===== src/rtl/integer_to_radix_ascii_macros.svh =====
// ----------------------------------------------------------------------------
// Assertion macros for integer_to_radix_ascii
// Shared concurrent assertion forms, clocked on clk and disabled during reset.
// ----------------------------------------------------------------------------
`ifndef INTEGER_TO_RADIX_ASCII_MACROS_SVH
`define INTEGER_TO_RADIX_ASCII_MACROS_SVH

// The consequent must hold in the same cycle as the antecedent.
`define ITRA_ASSERT_SAME(label, ante, cons) \
	label: assert property (@(posedge clk) disable iff (!arst_n) (ante) |-> (cons)) \
		else $error("itra assertion failed");

// The consequent must hold in the cycle after the antecedent.
`define ITRA_ASSERT_NEXT(label, ante, cons) \
	label: assert property (@(posedge clk) disable iff (!arst_n) (ante) |=> (cons)) \
		else $error("itra assertion failed");

`endif


===== src/rtl/itra_pkg.sv =====
// ----------------------------------------------------------------------------
// itra_pkg
// Types, character constants and helper functions of the radix converter.
// ----------------------------------------------------------------------------
package itra_pkg;

	localparam int VALUE_WIDTH_DEFAULT = 32;

	localparam logic [7:0] CHAR_ZERO  = 8'h30;
	localparam logic [7:0] CHAR_NINE  = 8'h39;
	localparam logic [7:0] CHAR_A     = 8'h41;
	localparam logic [7:0] CHAR_MINUS = 8'h2D;

	typedef enum logic [1:0] {
		RADIX_BIN = 2'd0,
		RADIX_OCT = 2'd1,
		RADIX_DEC = 2'd2,
		RADIX_HEX = 2'd3
	} radix_t;

	typedef struct packed {
		logic load;
		logic dabble;
		logic sign;
		logic digit;
	} itra_cmd_t;

	typedef struct packed {
		logic in_dec;
		logic in_neg;
		logic neg;
		logic cnt_one;
		logic out_free;
	} itra_sts_t;

	// Number of decimal digits of the largest magnitude, 2 to the power width-1.
	function automatic int dec_digits(int width);
		longint unsigned v;
		int n;
		v = 64'd1 << (width - 1);
		n = 0;
		while (v != 64'd0) begin
			v = v / 10;
			n++;
		end
		return n;
	endfunction

	function automatic logic [7:0] digit_char(logic [3:0] d);
		if ({4'd0, d} <= (CHAR_NINE - CHAR_ZERO)) begin
			return CHAR_ZERO + {4'd0, d};
		end
		return CHAR_A + {4'd0, d} - 8'd10;
	endfunction

endpackage


===== src/rtl/itra_in_if.sv =====
// ----------------------------------------------------------------------------
// itra_in_if
// Input channel: one signed number and its radix code per transaction.
// ----------------------------------------------------------------------------
interface itra_in_if #(
	parameter int VALUE_WIDTH = itra_pkg::VALUE_WIDTH_DEFAULT
);
	logic                          valid;
	logic                          ready;
	logic signed [VALUE_WIDTH-1:0] value;
	logic [1:0]                    radix_code;

	modport source (output valid, output value, output radix_code, input ready);
	modport sink (input valid, input value, input radix_code, output ready);
endinterface


===== src/rtl/itra_out_if.sv =====
// ----------------------------------------------------------------------------
// itra_out_if
// Output channel: one ASCII character and an end-of-text flag per transaction.
// ----------------------------------------------------------------------------
interface itra_out_if;
	logic       valid;
	logic       ready;
	logic [7:0] character;
	logic       last;

	modport source (output valid, output character, output last, input ready);
	modport sink (input valid, input character, input last, output ready);
endinterface


===== src/rtl/integer_to_radix_ascii.sv =====
// ----------------------------------------------------------------------------
// integer_to_radix_ascii
// Converts a signed integer to ASCII text in radix 2, 8, 10 or 16.
// ----------------------------------------------------------------------------
// One number is taken per transaction and its text leaves as one character per
// transaction, most significant first, with a leading minus sign for negative
// values and last set on the final character. A binary, octal or hexadecimal
// number is loaded and then stepped through every digit slot of the full width
// (VALUE_WIDTH, ceil(VALUE_WIDTH/3) or ceil(VALUE_WIDTH/4)), leading zero slots
// being dropped silently, with a sign step first for a negative value. A decimal
// number first shifts all VALUE_WIDTH bits through the binary-to-BCD loop and
// then steps through each decimal digit slot (10 at the default width). No new
// number is taken until its text is done, and the output side stalls the sign
// and digit steps whenever its register is still full.
module integer_to_radix_ascii #(
	parameter int VALUE_WIDTH = itra_pkg::VALUE_WIDTH_DEFAULT
) (
	input logic        clk,
	input logic        arst_n,
	itra_in_if.sink    number,
	itra_out_if.source text
);

	itra_pkg::itra_cmd_t cmd;
	itra_pkg::itra_sts_t sts;

	itra_controller u_ctrl (
		.clk      (clk),
		.arst_n   (arst_n),
		.in_valid (number.valid),
		.in_ready (number.ready),
		.sts      (sts),
		.cmd      (cmd)
	);

	itra_datapath #(
		.VALUE_WIDTH (VALUE_WIDTH)
	) u_dp (
		.clk           (clk),
		.arst_n        (arst_n),
		.value         (number.value),
		.radix_code    (number.radix_code),
		.cmd           (cmd),
		.sts           (sts),
		.out_ready     (text.ready),
		.out_valid     (text.valid),
		.out_character (text.character),
		.out_last      (text.last)
	);

`include "integer_to_radix_ascii_macros.svh"

	`ITRA_ASSERT_NEXT(a_busy_after_accept, number.valid && number.ready, !number.ready)
	`ITRA_ASSERT_SAME(a_sign_only_negative, cmd.sign, sts.neg && sts.out_free)
	`ITRA_ASSERT_NEXT(a_emit_sets_valid, cmd.sign, text.valid && !text.last)

endmodule


===== src/rtl/itra_controller.sv =====
// ----------------------------------------------------------------------------
// itra_controller
// Sequencer: load, decimal conversion, sign and digit emission.
// ----------------------------------------------------------------------------
module itra_controller (
	input  logic                 clk,
	input  logic                 arst_n,
	input  logic                 in_valid,
	output logic                 in_ready,
	input  itra_pkg::itra_sts_t  sts,
	output itra_pkg::itra_cmd_t  cmd
);

	typedef enum logic [3:0] {
		ST_IDLE   = 4'b0001,
		ST_DABBLE = 4'b0010,
		ST_SIGN   = 4'b0100,
		ST_DIGITS = 4'b1000
	} state_t;

	state_t state_q;
	state_t state_d;

	always_comb begin
		state_d = state_q;
		case (state_q)
			ST_IDLE: begin
				if (in_valid) begin
					if (sts.in_dec) begin
						state_d = ST_DABBLE;
					end else if (sts.in_neg) begin
						state_d = ST_SIGN;
					end else begin
						state_d = ST_DIGITS;
					end
				end
			end
			ST_DABBLE: begin
				if (sts.cnt_one) begin
					state_d = sts.neg ? ST_SIGN : ST_DIGITS;
				end
			end
			ST_SIGN: begin
				if (sts.out_free) begin
					state_d = ST_DIGITS;
				end
			end
			ST_DIGITS: begin
				if (sts.out_free && sts.cnt_one) begin
					state_d = ST_IDLE;
				end
			end
			default: begin
				state_d = ST_IDLE;
			end
		endcase
	end

	always_ff @(posedge clk or negedge arst_n) begin
		if (!arst_n) begin
			state_q <= ST_IDLE;
		end else begin
			state_q <= state_d;
		end
	end

	assign in_ready   = (state_q == ST_IDLE);
	assign cmd.load   = (state_q == ST_IDLE) && in_valid;
	assign cmd.dabble = (state_q == ST_DABBLE);
	assign cmd.sign   = (state_q == ST_SIGN) && sts.out_free;
	assign cmd.digit  = (state_q == ST_DIGITS) && sts.out_free;

endmodule


===== src/rtl/itra_datapath.sv =====
// ----------------------------------------------------------------------------
// itra_datapath
// Magnitude, digit shift register, binary-to-BCD step and output register.
// ----------------------------------------------------------------------------
module itra_datapath #(
	parameter int VALUE_WIDTH = itra_pkg::VALUE_WIDTH_DEFAULT
) (
	input  logic                          clk,
	input  logic                          arst_n,
	input  logic signed [VALUE_WIDTH-1:0] value,
	input  logic [1:0]                    radix_code,
	input  itra_pkg::itra_cmd_t           cmd,
	output itra_pkg::itra_sts_t           sts,
	input  logic                          out_ready,
	output logic                          out_valid,
	output logic [7:0]                    out_character,
	output logic                          out_last
);

	localparam int W      = VALUE_WIDTH;
	localparam int ND_OCT = (W + 2) / 3;
	localparam int ND_HEX = (W + 3) / 4;
	localparam int NDEC   = itra_pkg::dec_digits(W);
	localparam int BW     = 4 * NDEC;
	localparam int SRW_A  = (BW > 4 * ND_HEX) ? BW : 4 * ND_HEX;
	localparam int SRW    = (SRW_A > 3 * ND_OCT) ? SRW_A : 3 * ND_OCT;
	localparam int CW     = $clog2(W + 1);

	logic [SRW-1:0]        sr_q;
	logic [W-1:0]          bin_q;
	logic [CW-1:0]         cnt_q;
	logic                  neg_q;
	itra_pkg::radix_t      radix_q;
	logic                  started_q;
	logic                  ovalid_q;
	logic [7:0]            ochar_q;
	logic                  olast_q;

	logic [W-1:0]          mag;
	logic [3:0]            digit;
	logic [SRW-1:0]        sr_shift;
	logic [SRW-1:0]        sr_dab;
	logic [BW-1:0]         bcd_adj;
	logic                  cnt_one;
	logic                  out_free;
	logic                  skip;
	logic                  emit_digit;

	assign mag = value[W-1] ? (~value + W'(1)) : value;

	always_comb begin
		case (radix_q)
			itra_pkg::RADIX_BIN: begin
				digit    = {3'd0, sr_q[SRW-1]};
				sr_shift = sr_q << 1;
			end
			itra_pkg::RADIX_OCT: begin
				digit    = {1'b0, sr_q[SRW-1 -: 3]};
				sr_shift = sr_q << 3;
			end
			default: begin
				digit    = sr_q[SRW-1 -: 4];
				sr_shift = sr_q << 4;
			end
		endcase
	end

	always_comb begin
		for (int i = 0; i < NDEC; i++) begin
			if (sr_q[SRW-BW+4*i +: 4] >= 4'd5) begin
				bcd_adj[4*i +: 4] = sr_q[SRW-BW+4*i +: 4] + 4'd3;
			end else begin
				bcd_adj[4*i +: 4] = sr_q[SRW-BW+4*i +: 4];
			end
		end
	end

	assign sr_dab     = SRW'({bcd_adj[BW-2:0], bin_q[W-1]}) << (SRW - BW);
	assign cnt_one    = (cnt_q == CW'(1));
	assign out_free   = !ovalid_q || out_ready;
	assign skip       = !started_q && (digit == 4'd0) && !cnt_one;
	assign emit_digit = cmd.digit && !skip;

	always_ff @(posedge clk or negedge arst_n) begin
		if (!arst_n) begin
			ovalid_q  <= 1'b0;
			started_q <= 1'b0;
			cnt_q     <= '0;
		end else begin
			if (cmd.sign || emit_digit) begin
				ovalid_q <= 1'b1;
			end else if (out_ready) begin
				ovalid_q <= 1'b0;
			end
			if (cmd.load) begin
				started_q <= 1'b0;
				case (itra_pkg::radix_t'(radix_code))
					itra_pkg::RADIX_BIN: cnt_q <= CW'(W);
					itra_pkg::RADIX_OCT: cnt_q <= CW'(ND_OCT);
					itra_pkg::RADIX_DEC: cnt_q <= CW'(W);
					default:             cnt_q <= CW'(ND_HEX);
				endcase
			end else if (cmd.dabble) begin
				cnt_q <= cnt_one ? CW'(NDEC) : cnt_q - CW'(1);
			end else if (cmd.digit) begin
				cnt_q <= cnt_q - CW'(1);
				if (!skip) begin
					started_q <= 1'b1;
				end
			end
		end
	end

	always_ff @(posedge clk) begin
		if (cmd.load) begin
			neg_q   <= value[W-1];
			radix_q <= itra_pkg::radix_t'(radix_code);
			bin_q   <= mag;
			case (itra_pkg::radix_t'(radix_code))
				itra_pkg::RADIX_BIN: sr_q <= SRW'(mag) << (SRW - W);
				itra_pkg::RADIX_OCT: sr_q <= SRW'(mag) << (SRW - 3 * ND_OCT);
				itra_pkg::RADIX_DEC: sr_q <= '0;
				default:             sr_q <= SRW'(mag) << (SRW - 4 * ND_HEX);
			endcase
		end else if (cmd.dabble) begin
			sr_q  <= sr_dab;
			bin_q <= bin_q << 1;
		end else if (cmd.digit) begin
			sr_q <= sr_shift;
		end
		if (cmd.sign) begin
			ochar_q <= itra_pkg::CHAR_MINUS;
			olast_q <= 1'b0;
		end else if (emit_digit) begin
			ochar_q <= itra_pkg::digit_char(digit);
			olast_q <= cnt_one;
		end
	end

	assign sts.in_dec   = (itra_pkg::radix_t'(radix_code) == itra_pkg::RADIX_DEC);
	assign sts.in_neg   = value[W-1];
	assign sts.neg      = neg_q;
	assign sts.cnt_one  = cnt_one;
	assign sts.out_free = out_free;

	assign out_valid     = ovalid_q;
	assign out_character = ochar_q;
	assign out_last      = olast_q;

endmodule

===== src/flat_wrapper.sv =====
// flat-port wrapper written by rule: the top's interface ports become plain ports
module integer_to_radix_ascii_flat 
#(
	parameter int VALUE_WIDTH = itra_pkg::VALUE_WIDTH_DEFAULT
)
  (clk, arst_n, number_valid, number_value, number_radix_code, number_ready, text_valid, text_character, text_last, text_ready);
  itra_in_if #(.VALUE_WIDTH(VALUE_WIDTH)) number_i ();
  itra_out_if text_i ();
  input logic clk;
  input logic arst_n;
  input wire logic [$bits(number_i.valid)-1:0] number_valid;
  input wire logic [$bits(number_i.value)-1:0] number_value;
  input wire logic [$bits(number_i.radix_code)-1:0] number_radix_code;
  output wire logic [$bits(number_i.ready)-1:0] number_ready;
  output wire logic [$bits(text_i.valid)-1:0] text_valid;
  output wire logic [$bits(text_i.character)-1:0] text_character;
  output wire logic [$bits(text_i.last)-1:0] text_last;
  input wire logic [$bits(text_i.ready)-1:0] text_ready;
  assign number_i.valid = number_valid;
  assign number_i.value = number_value;
  assign number_i.radix_code = number_radix_code;
  assign number_ready = number_i.ready;
  assign text_valid = text_i.valid;
  assign text_character = text_i.character;
  assign text_last = text_i.last;
  assign text_i.ready = text_ready;
  integer_to_radix_ascii #(.VALUE_WIDTH(VALUE_WIDTH)) u_core (.clk(clk), .arst_n(arst_n), .number(number_i), .text(text_i));
endmodule

===== config.mk =====
export PLATFORM = sky130hd
export DESIGN_NAME = integer_to_radix_ascii_flat
export DESIGN_NICKNAME = d
export VERILOG_FILES = /design/src/rtl/itra_pkg.sv /design/src/rtl/itra_in_if.sv /design/src/rtl/itra_out_if.sv /design/src/rtl/integer_to_radix_ascii.sv /design/src/rtl/itra_controller.sv /design/src/rtl/itra_datapath.sv /design/src/flat_wrapper.sv
export VERILOG_INCLUDE_DIRS = /design/src /design/src/rtl
export SDC_FILE = /design/constraint.sdc
export NUM_CORES = 1
export LEC_CHECK = 0
export BUFFER_PORTS_ARGS = -buffer_cell sky130_fd_sc_hd__buf_4
export CAP_MARGIN = 5
export CORE_ASPECT_RATIO = 1.25
export CORE_UTILIZATION = 35
export CTS_BUF_LIST = sky130_fd_sc_hd__clkbuf_16
export DETAILED_ROUTE_END_ITERATION = 8
export SLEW_MARGIN = 0
export SYNTH_ARGS = -nofsm -noshare
export SYNTH_HDL_FRONTEND = slang
export SYNTH_SLANG_ARGS = --single-unit

===== constraint.sdc =====
create_clock -name clk -period 2.6 [get_ports clk]
set_input_delay 0.26 -clock clk [delete_from_list [all_inputs] [get_ports clk]]
set_output_delay 0.26 -clock clk [all_outputs]
set_load 0.1 [all_outputs]

==> impl_metrics.toml <==
[status]
status = "finished clean"

[placed_design]
dp.cells = 1079
io_buffer_count = 47
gp_congestion = 0.822
hpwlAfterDp_mm = 12.6

[timing]
fin_crit_sh = 0.920
relSlewSlack = 0.519
worst_pin_slew_ps = 711
final.setup_skew_ps = 9.58
finalHoldViolCount = 0
timing.setup.tns_ps = 0
finalMaxSlewViolations = 0
max_freq_mhz = 418
finalSetupViolCount = 0
fin_crit_ps = 2390
rsz0062_at_grt = "false"

[flow_run]
max-cap-violations = 0

[drt]
drt-vias-per-instance = 5.35
wirelength_mm = 18.0
route.detailed.drc = 0
num_vias = 5885
ant_nets = 0
drt-pass1-iter-count = 6
drt-initial-drc-count = 404
wl_per_cell_um = 16.4

[synthesis]
synth_nets = 852
ys.flop_type = "edfxtp_1"
async_flop_share = 0.126
netlist_area_sq_um = 6940
synth_edf_count = 75
syn_inst = 784
synth.avg_cell_area_sq_um = 8.85
synth-seq-area-share = 0.391
synth_seq_cells = 95
yosys_warnings = 0
synth_cell_types = 69

[finish]
final_cells = 1101
final_util = 0.416
num_antenna_cells = 0
finalNetCount = 899
areaGrowthSynthToFinish_pct = 16.3
final_cell_mix = "119 x nand2_1, 81 x buf_4, 75 x edfxtp_1, 62 x o21ai_0, 53 x a21oi_1"
drive_gt1_frac = 0.152
layout_commonest_cell = "nand2_1"

[global_routing]
gr-total-overflow = 0
grt_pass1_wl_mm = 29.5
grt_max_degree = 80
grt_pass1_vias = 5679
antenna_found_initial = 0
grt_use_total = 0.183

[clock_network]
cts.clk_slew.worst_paths_ps = 70
ctsHtreeMaxLevel = 3
cts_root_buffer = "clkbuf_16"
ctsResizeCount = 0
clock-sinks = 95
clockBufferDepth = 2
clk_latency_ps = 360
cts_tree = "yes"
cts_buffers = 9

[floorplanning]
die_x_um = 128
core_area_sq_um = 19400
dieHeight_um = 159
ios = 49
start_util = 0.358
row_count = 57
dieArea_sq_um = 20400

[worst_setup_path]
critical_path_class = "flop to flop"
timing.critical_path.required_ps = 2810
critPathLaunchType = "flop"
crit_fanout = 35
critPathCaptureType = "flop"
arrival_ps = 2600

[pwr]
comb_power_share = 0.492
p_leak_nw = 3.19
ir_drop_uv = 560
p_seq_frac = 0.355
clkPwrFrac = 0.153
p_switching_mw = 3.93
p_int_mw = 4.89
power_per_cell_area_nw_per_um2 = 1090
power_mw = 8.81
sw_frac_of_total = 0.445

[min_path]
hp-class = "input pin to flop"
==> metrics by stage <==
| step | area [sq um] | worst slack [ps] | hold WS [ps] |
|---|---|---|---|
| 6_report | 8070 | 207 | 133 |
| 5_1_grt | 8070 | 36.3 | 132 |
| 4_1_cts | 8030 | 188 | 132 |
| 3_5_place_dp | 7730 | 17.7 | 120 |
| 3_3_place_gp | 7730 | 75.3 | 119 |
| 2_1_floorplan | 7140 | -371 | -35.6 |
==> registers in the layout, indices dropped and copies added, names as in the netlist <==
signal	flops
u_core.u_dp.bin_q	32
u_core.u_dp.radix_q	2
u_core.u_dp.out_valid	1
u_core.u_dp.cnt_q	6
u_core.u_dp.out_last	1
u_core.u_dp.neg_q	1
u_core.u_ctrl.state_q	4
u_core.u_dp.sr_q	40
u_core.u_dp.started_q	1
u_core.u_dp.out_character	7
==> worst paths after layout <==
path                                                    from                           end  slack, ps  depth (start not counted)
worst max-delay path                u_core.u_ctrl.state_q[0]          u_core.u_dp.sr_q[18]        210                          6
worst min-delay path                    number_radix_code[1]        u_core.u_dp.radix_q[1]        130                          1
worst max register to register      u_core.u_ctrl.state_q[0]          u_core.u_dp.sr_q[18]        210                          6
worst min register to register  u_core.u_dp.out_character[2]  u_core.u_dp.out_character[2]        470                          2
max in group asynchronous                             arst_n      u_core.u_ctrl.state_q[0]       2080                          2
min in group asynchronous                             arst_n          u_core.u_dp.cnt_q[2]        280                          2
==> metal layers <==
metal | global-route usage | part of all wire | vias to the layer above
met5 | 0 | 0 | -
met4 | 0.0610 | 0.015 | 0
met3 | 0.0259 | 0.035 | 16
met2 | 0.308 | 0.48 | 117
met1 | 0.240 | 0.47 | 2804
li1 | - | - | 2948
==> kinds of logic after synthesis <==
group | after synthesis | share of synthesized area
AO/OA/AOI/OAI | 243 | 0.219
AND/OR/NAND/NOR | 242 | 0.164
flip-flops | 95 | 0.391
buffers and inverters | 81 | 0.0460
XOR/XNOR | 50 | 0.0631
multiplexers | 42 | 0.0615
adder cells (fa/ha/maj) | 30 | 0.0541
other | 1 | 0.000541
==> worst max-delay path, cell delays in order (launching register included) <==
cell	delay (ps)
dfstp_2	620
nor4b_4	390
nand2_2	320
buf_4	360
nor2_1	300
a221oi_1	140
o21ai_1	100
==> power by group through the flow <==
stage          combinational (mW)  clock [mW]  sequential [mW]
6_report                     4.33        1.35             3.13
5_1_grt                      4.83        1.44             3.22
4_1_cts                      4.35        1.37             3.12
3_5_place_dp                 4.31           0             3.16
3_3_place_gp                 4.27           0             3.15
2_1_floorplan                3.06           0             3.42
==> synth_stat cells, types with 8 or more instances <==
cell	count	area (sq um)
dfrtp_1	11	275
mux2i_1	37	370
o22ai_1	8	50.1
dfxtp_1	8	160
o221ai_1	22	193
xnor2_1	17	149
clkbuf_1	36	135
xor2_1	33	289
a22oi_1	9	67.6
a21oi_1	54	270
nand2b_1	17	106
nand2_1	121	454
ha_1	30	375
nor3_1	13	65.1
nor2_1	50	188
edfxtp_1	75	2250
inv_1	32	120
nand3_1	8	40.0
o21ai_0	95	475
==> area by class of cell <==
| type | count | area (sq um) |
|---|---|---|
| Fill cell | 1990 | 11300 |
| Sequential cell | 95 | 2710 |
| Inverter | 35 | 141 |
| Clock inverter | 7 | 63.8 |
| Multi-Input combinational cell | 608 | 3970 |
| Timing Repair Buffer | 82 | 618 |
| Tap cell | 265 | 332 |
| Clock buffer | 9 | 225 |
==> timing repair <==
action                                  in CTS  in global routing
setup buffers                                0                  5
endpoints found under the setup margin       0                  1
hold endpoints to repair                    12                  0
hold buffers                                 1                  0
(Power assumes the default switching activity.)
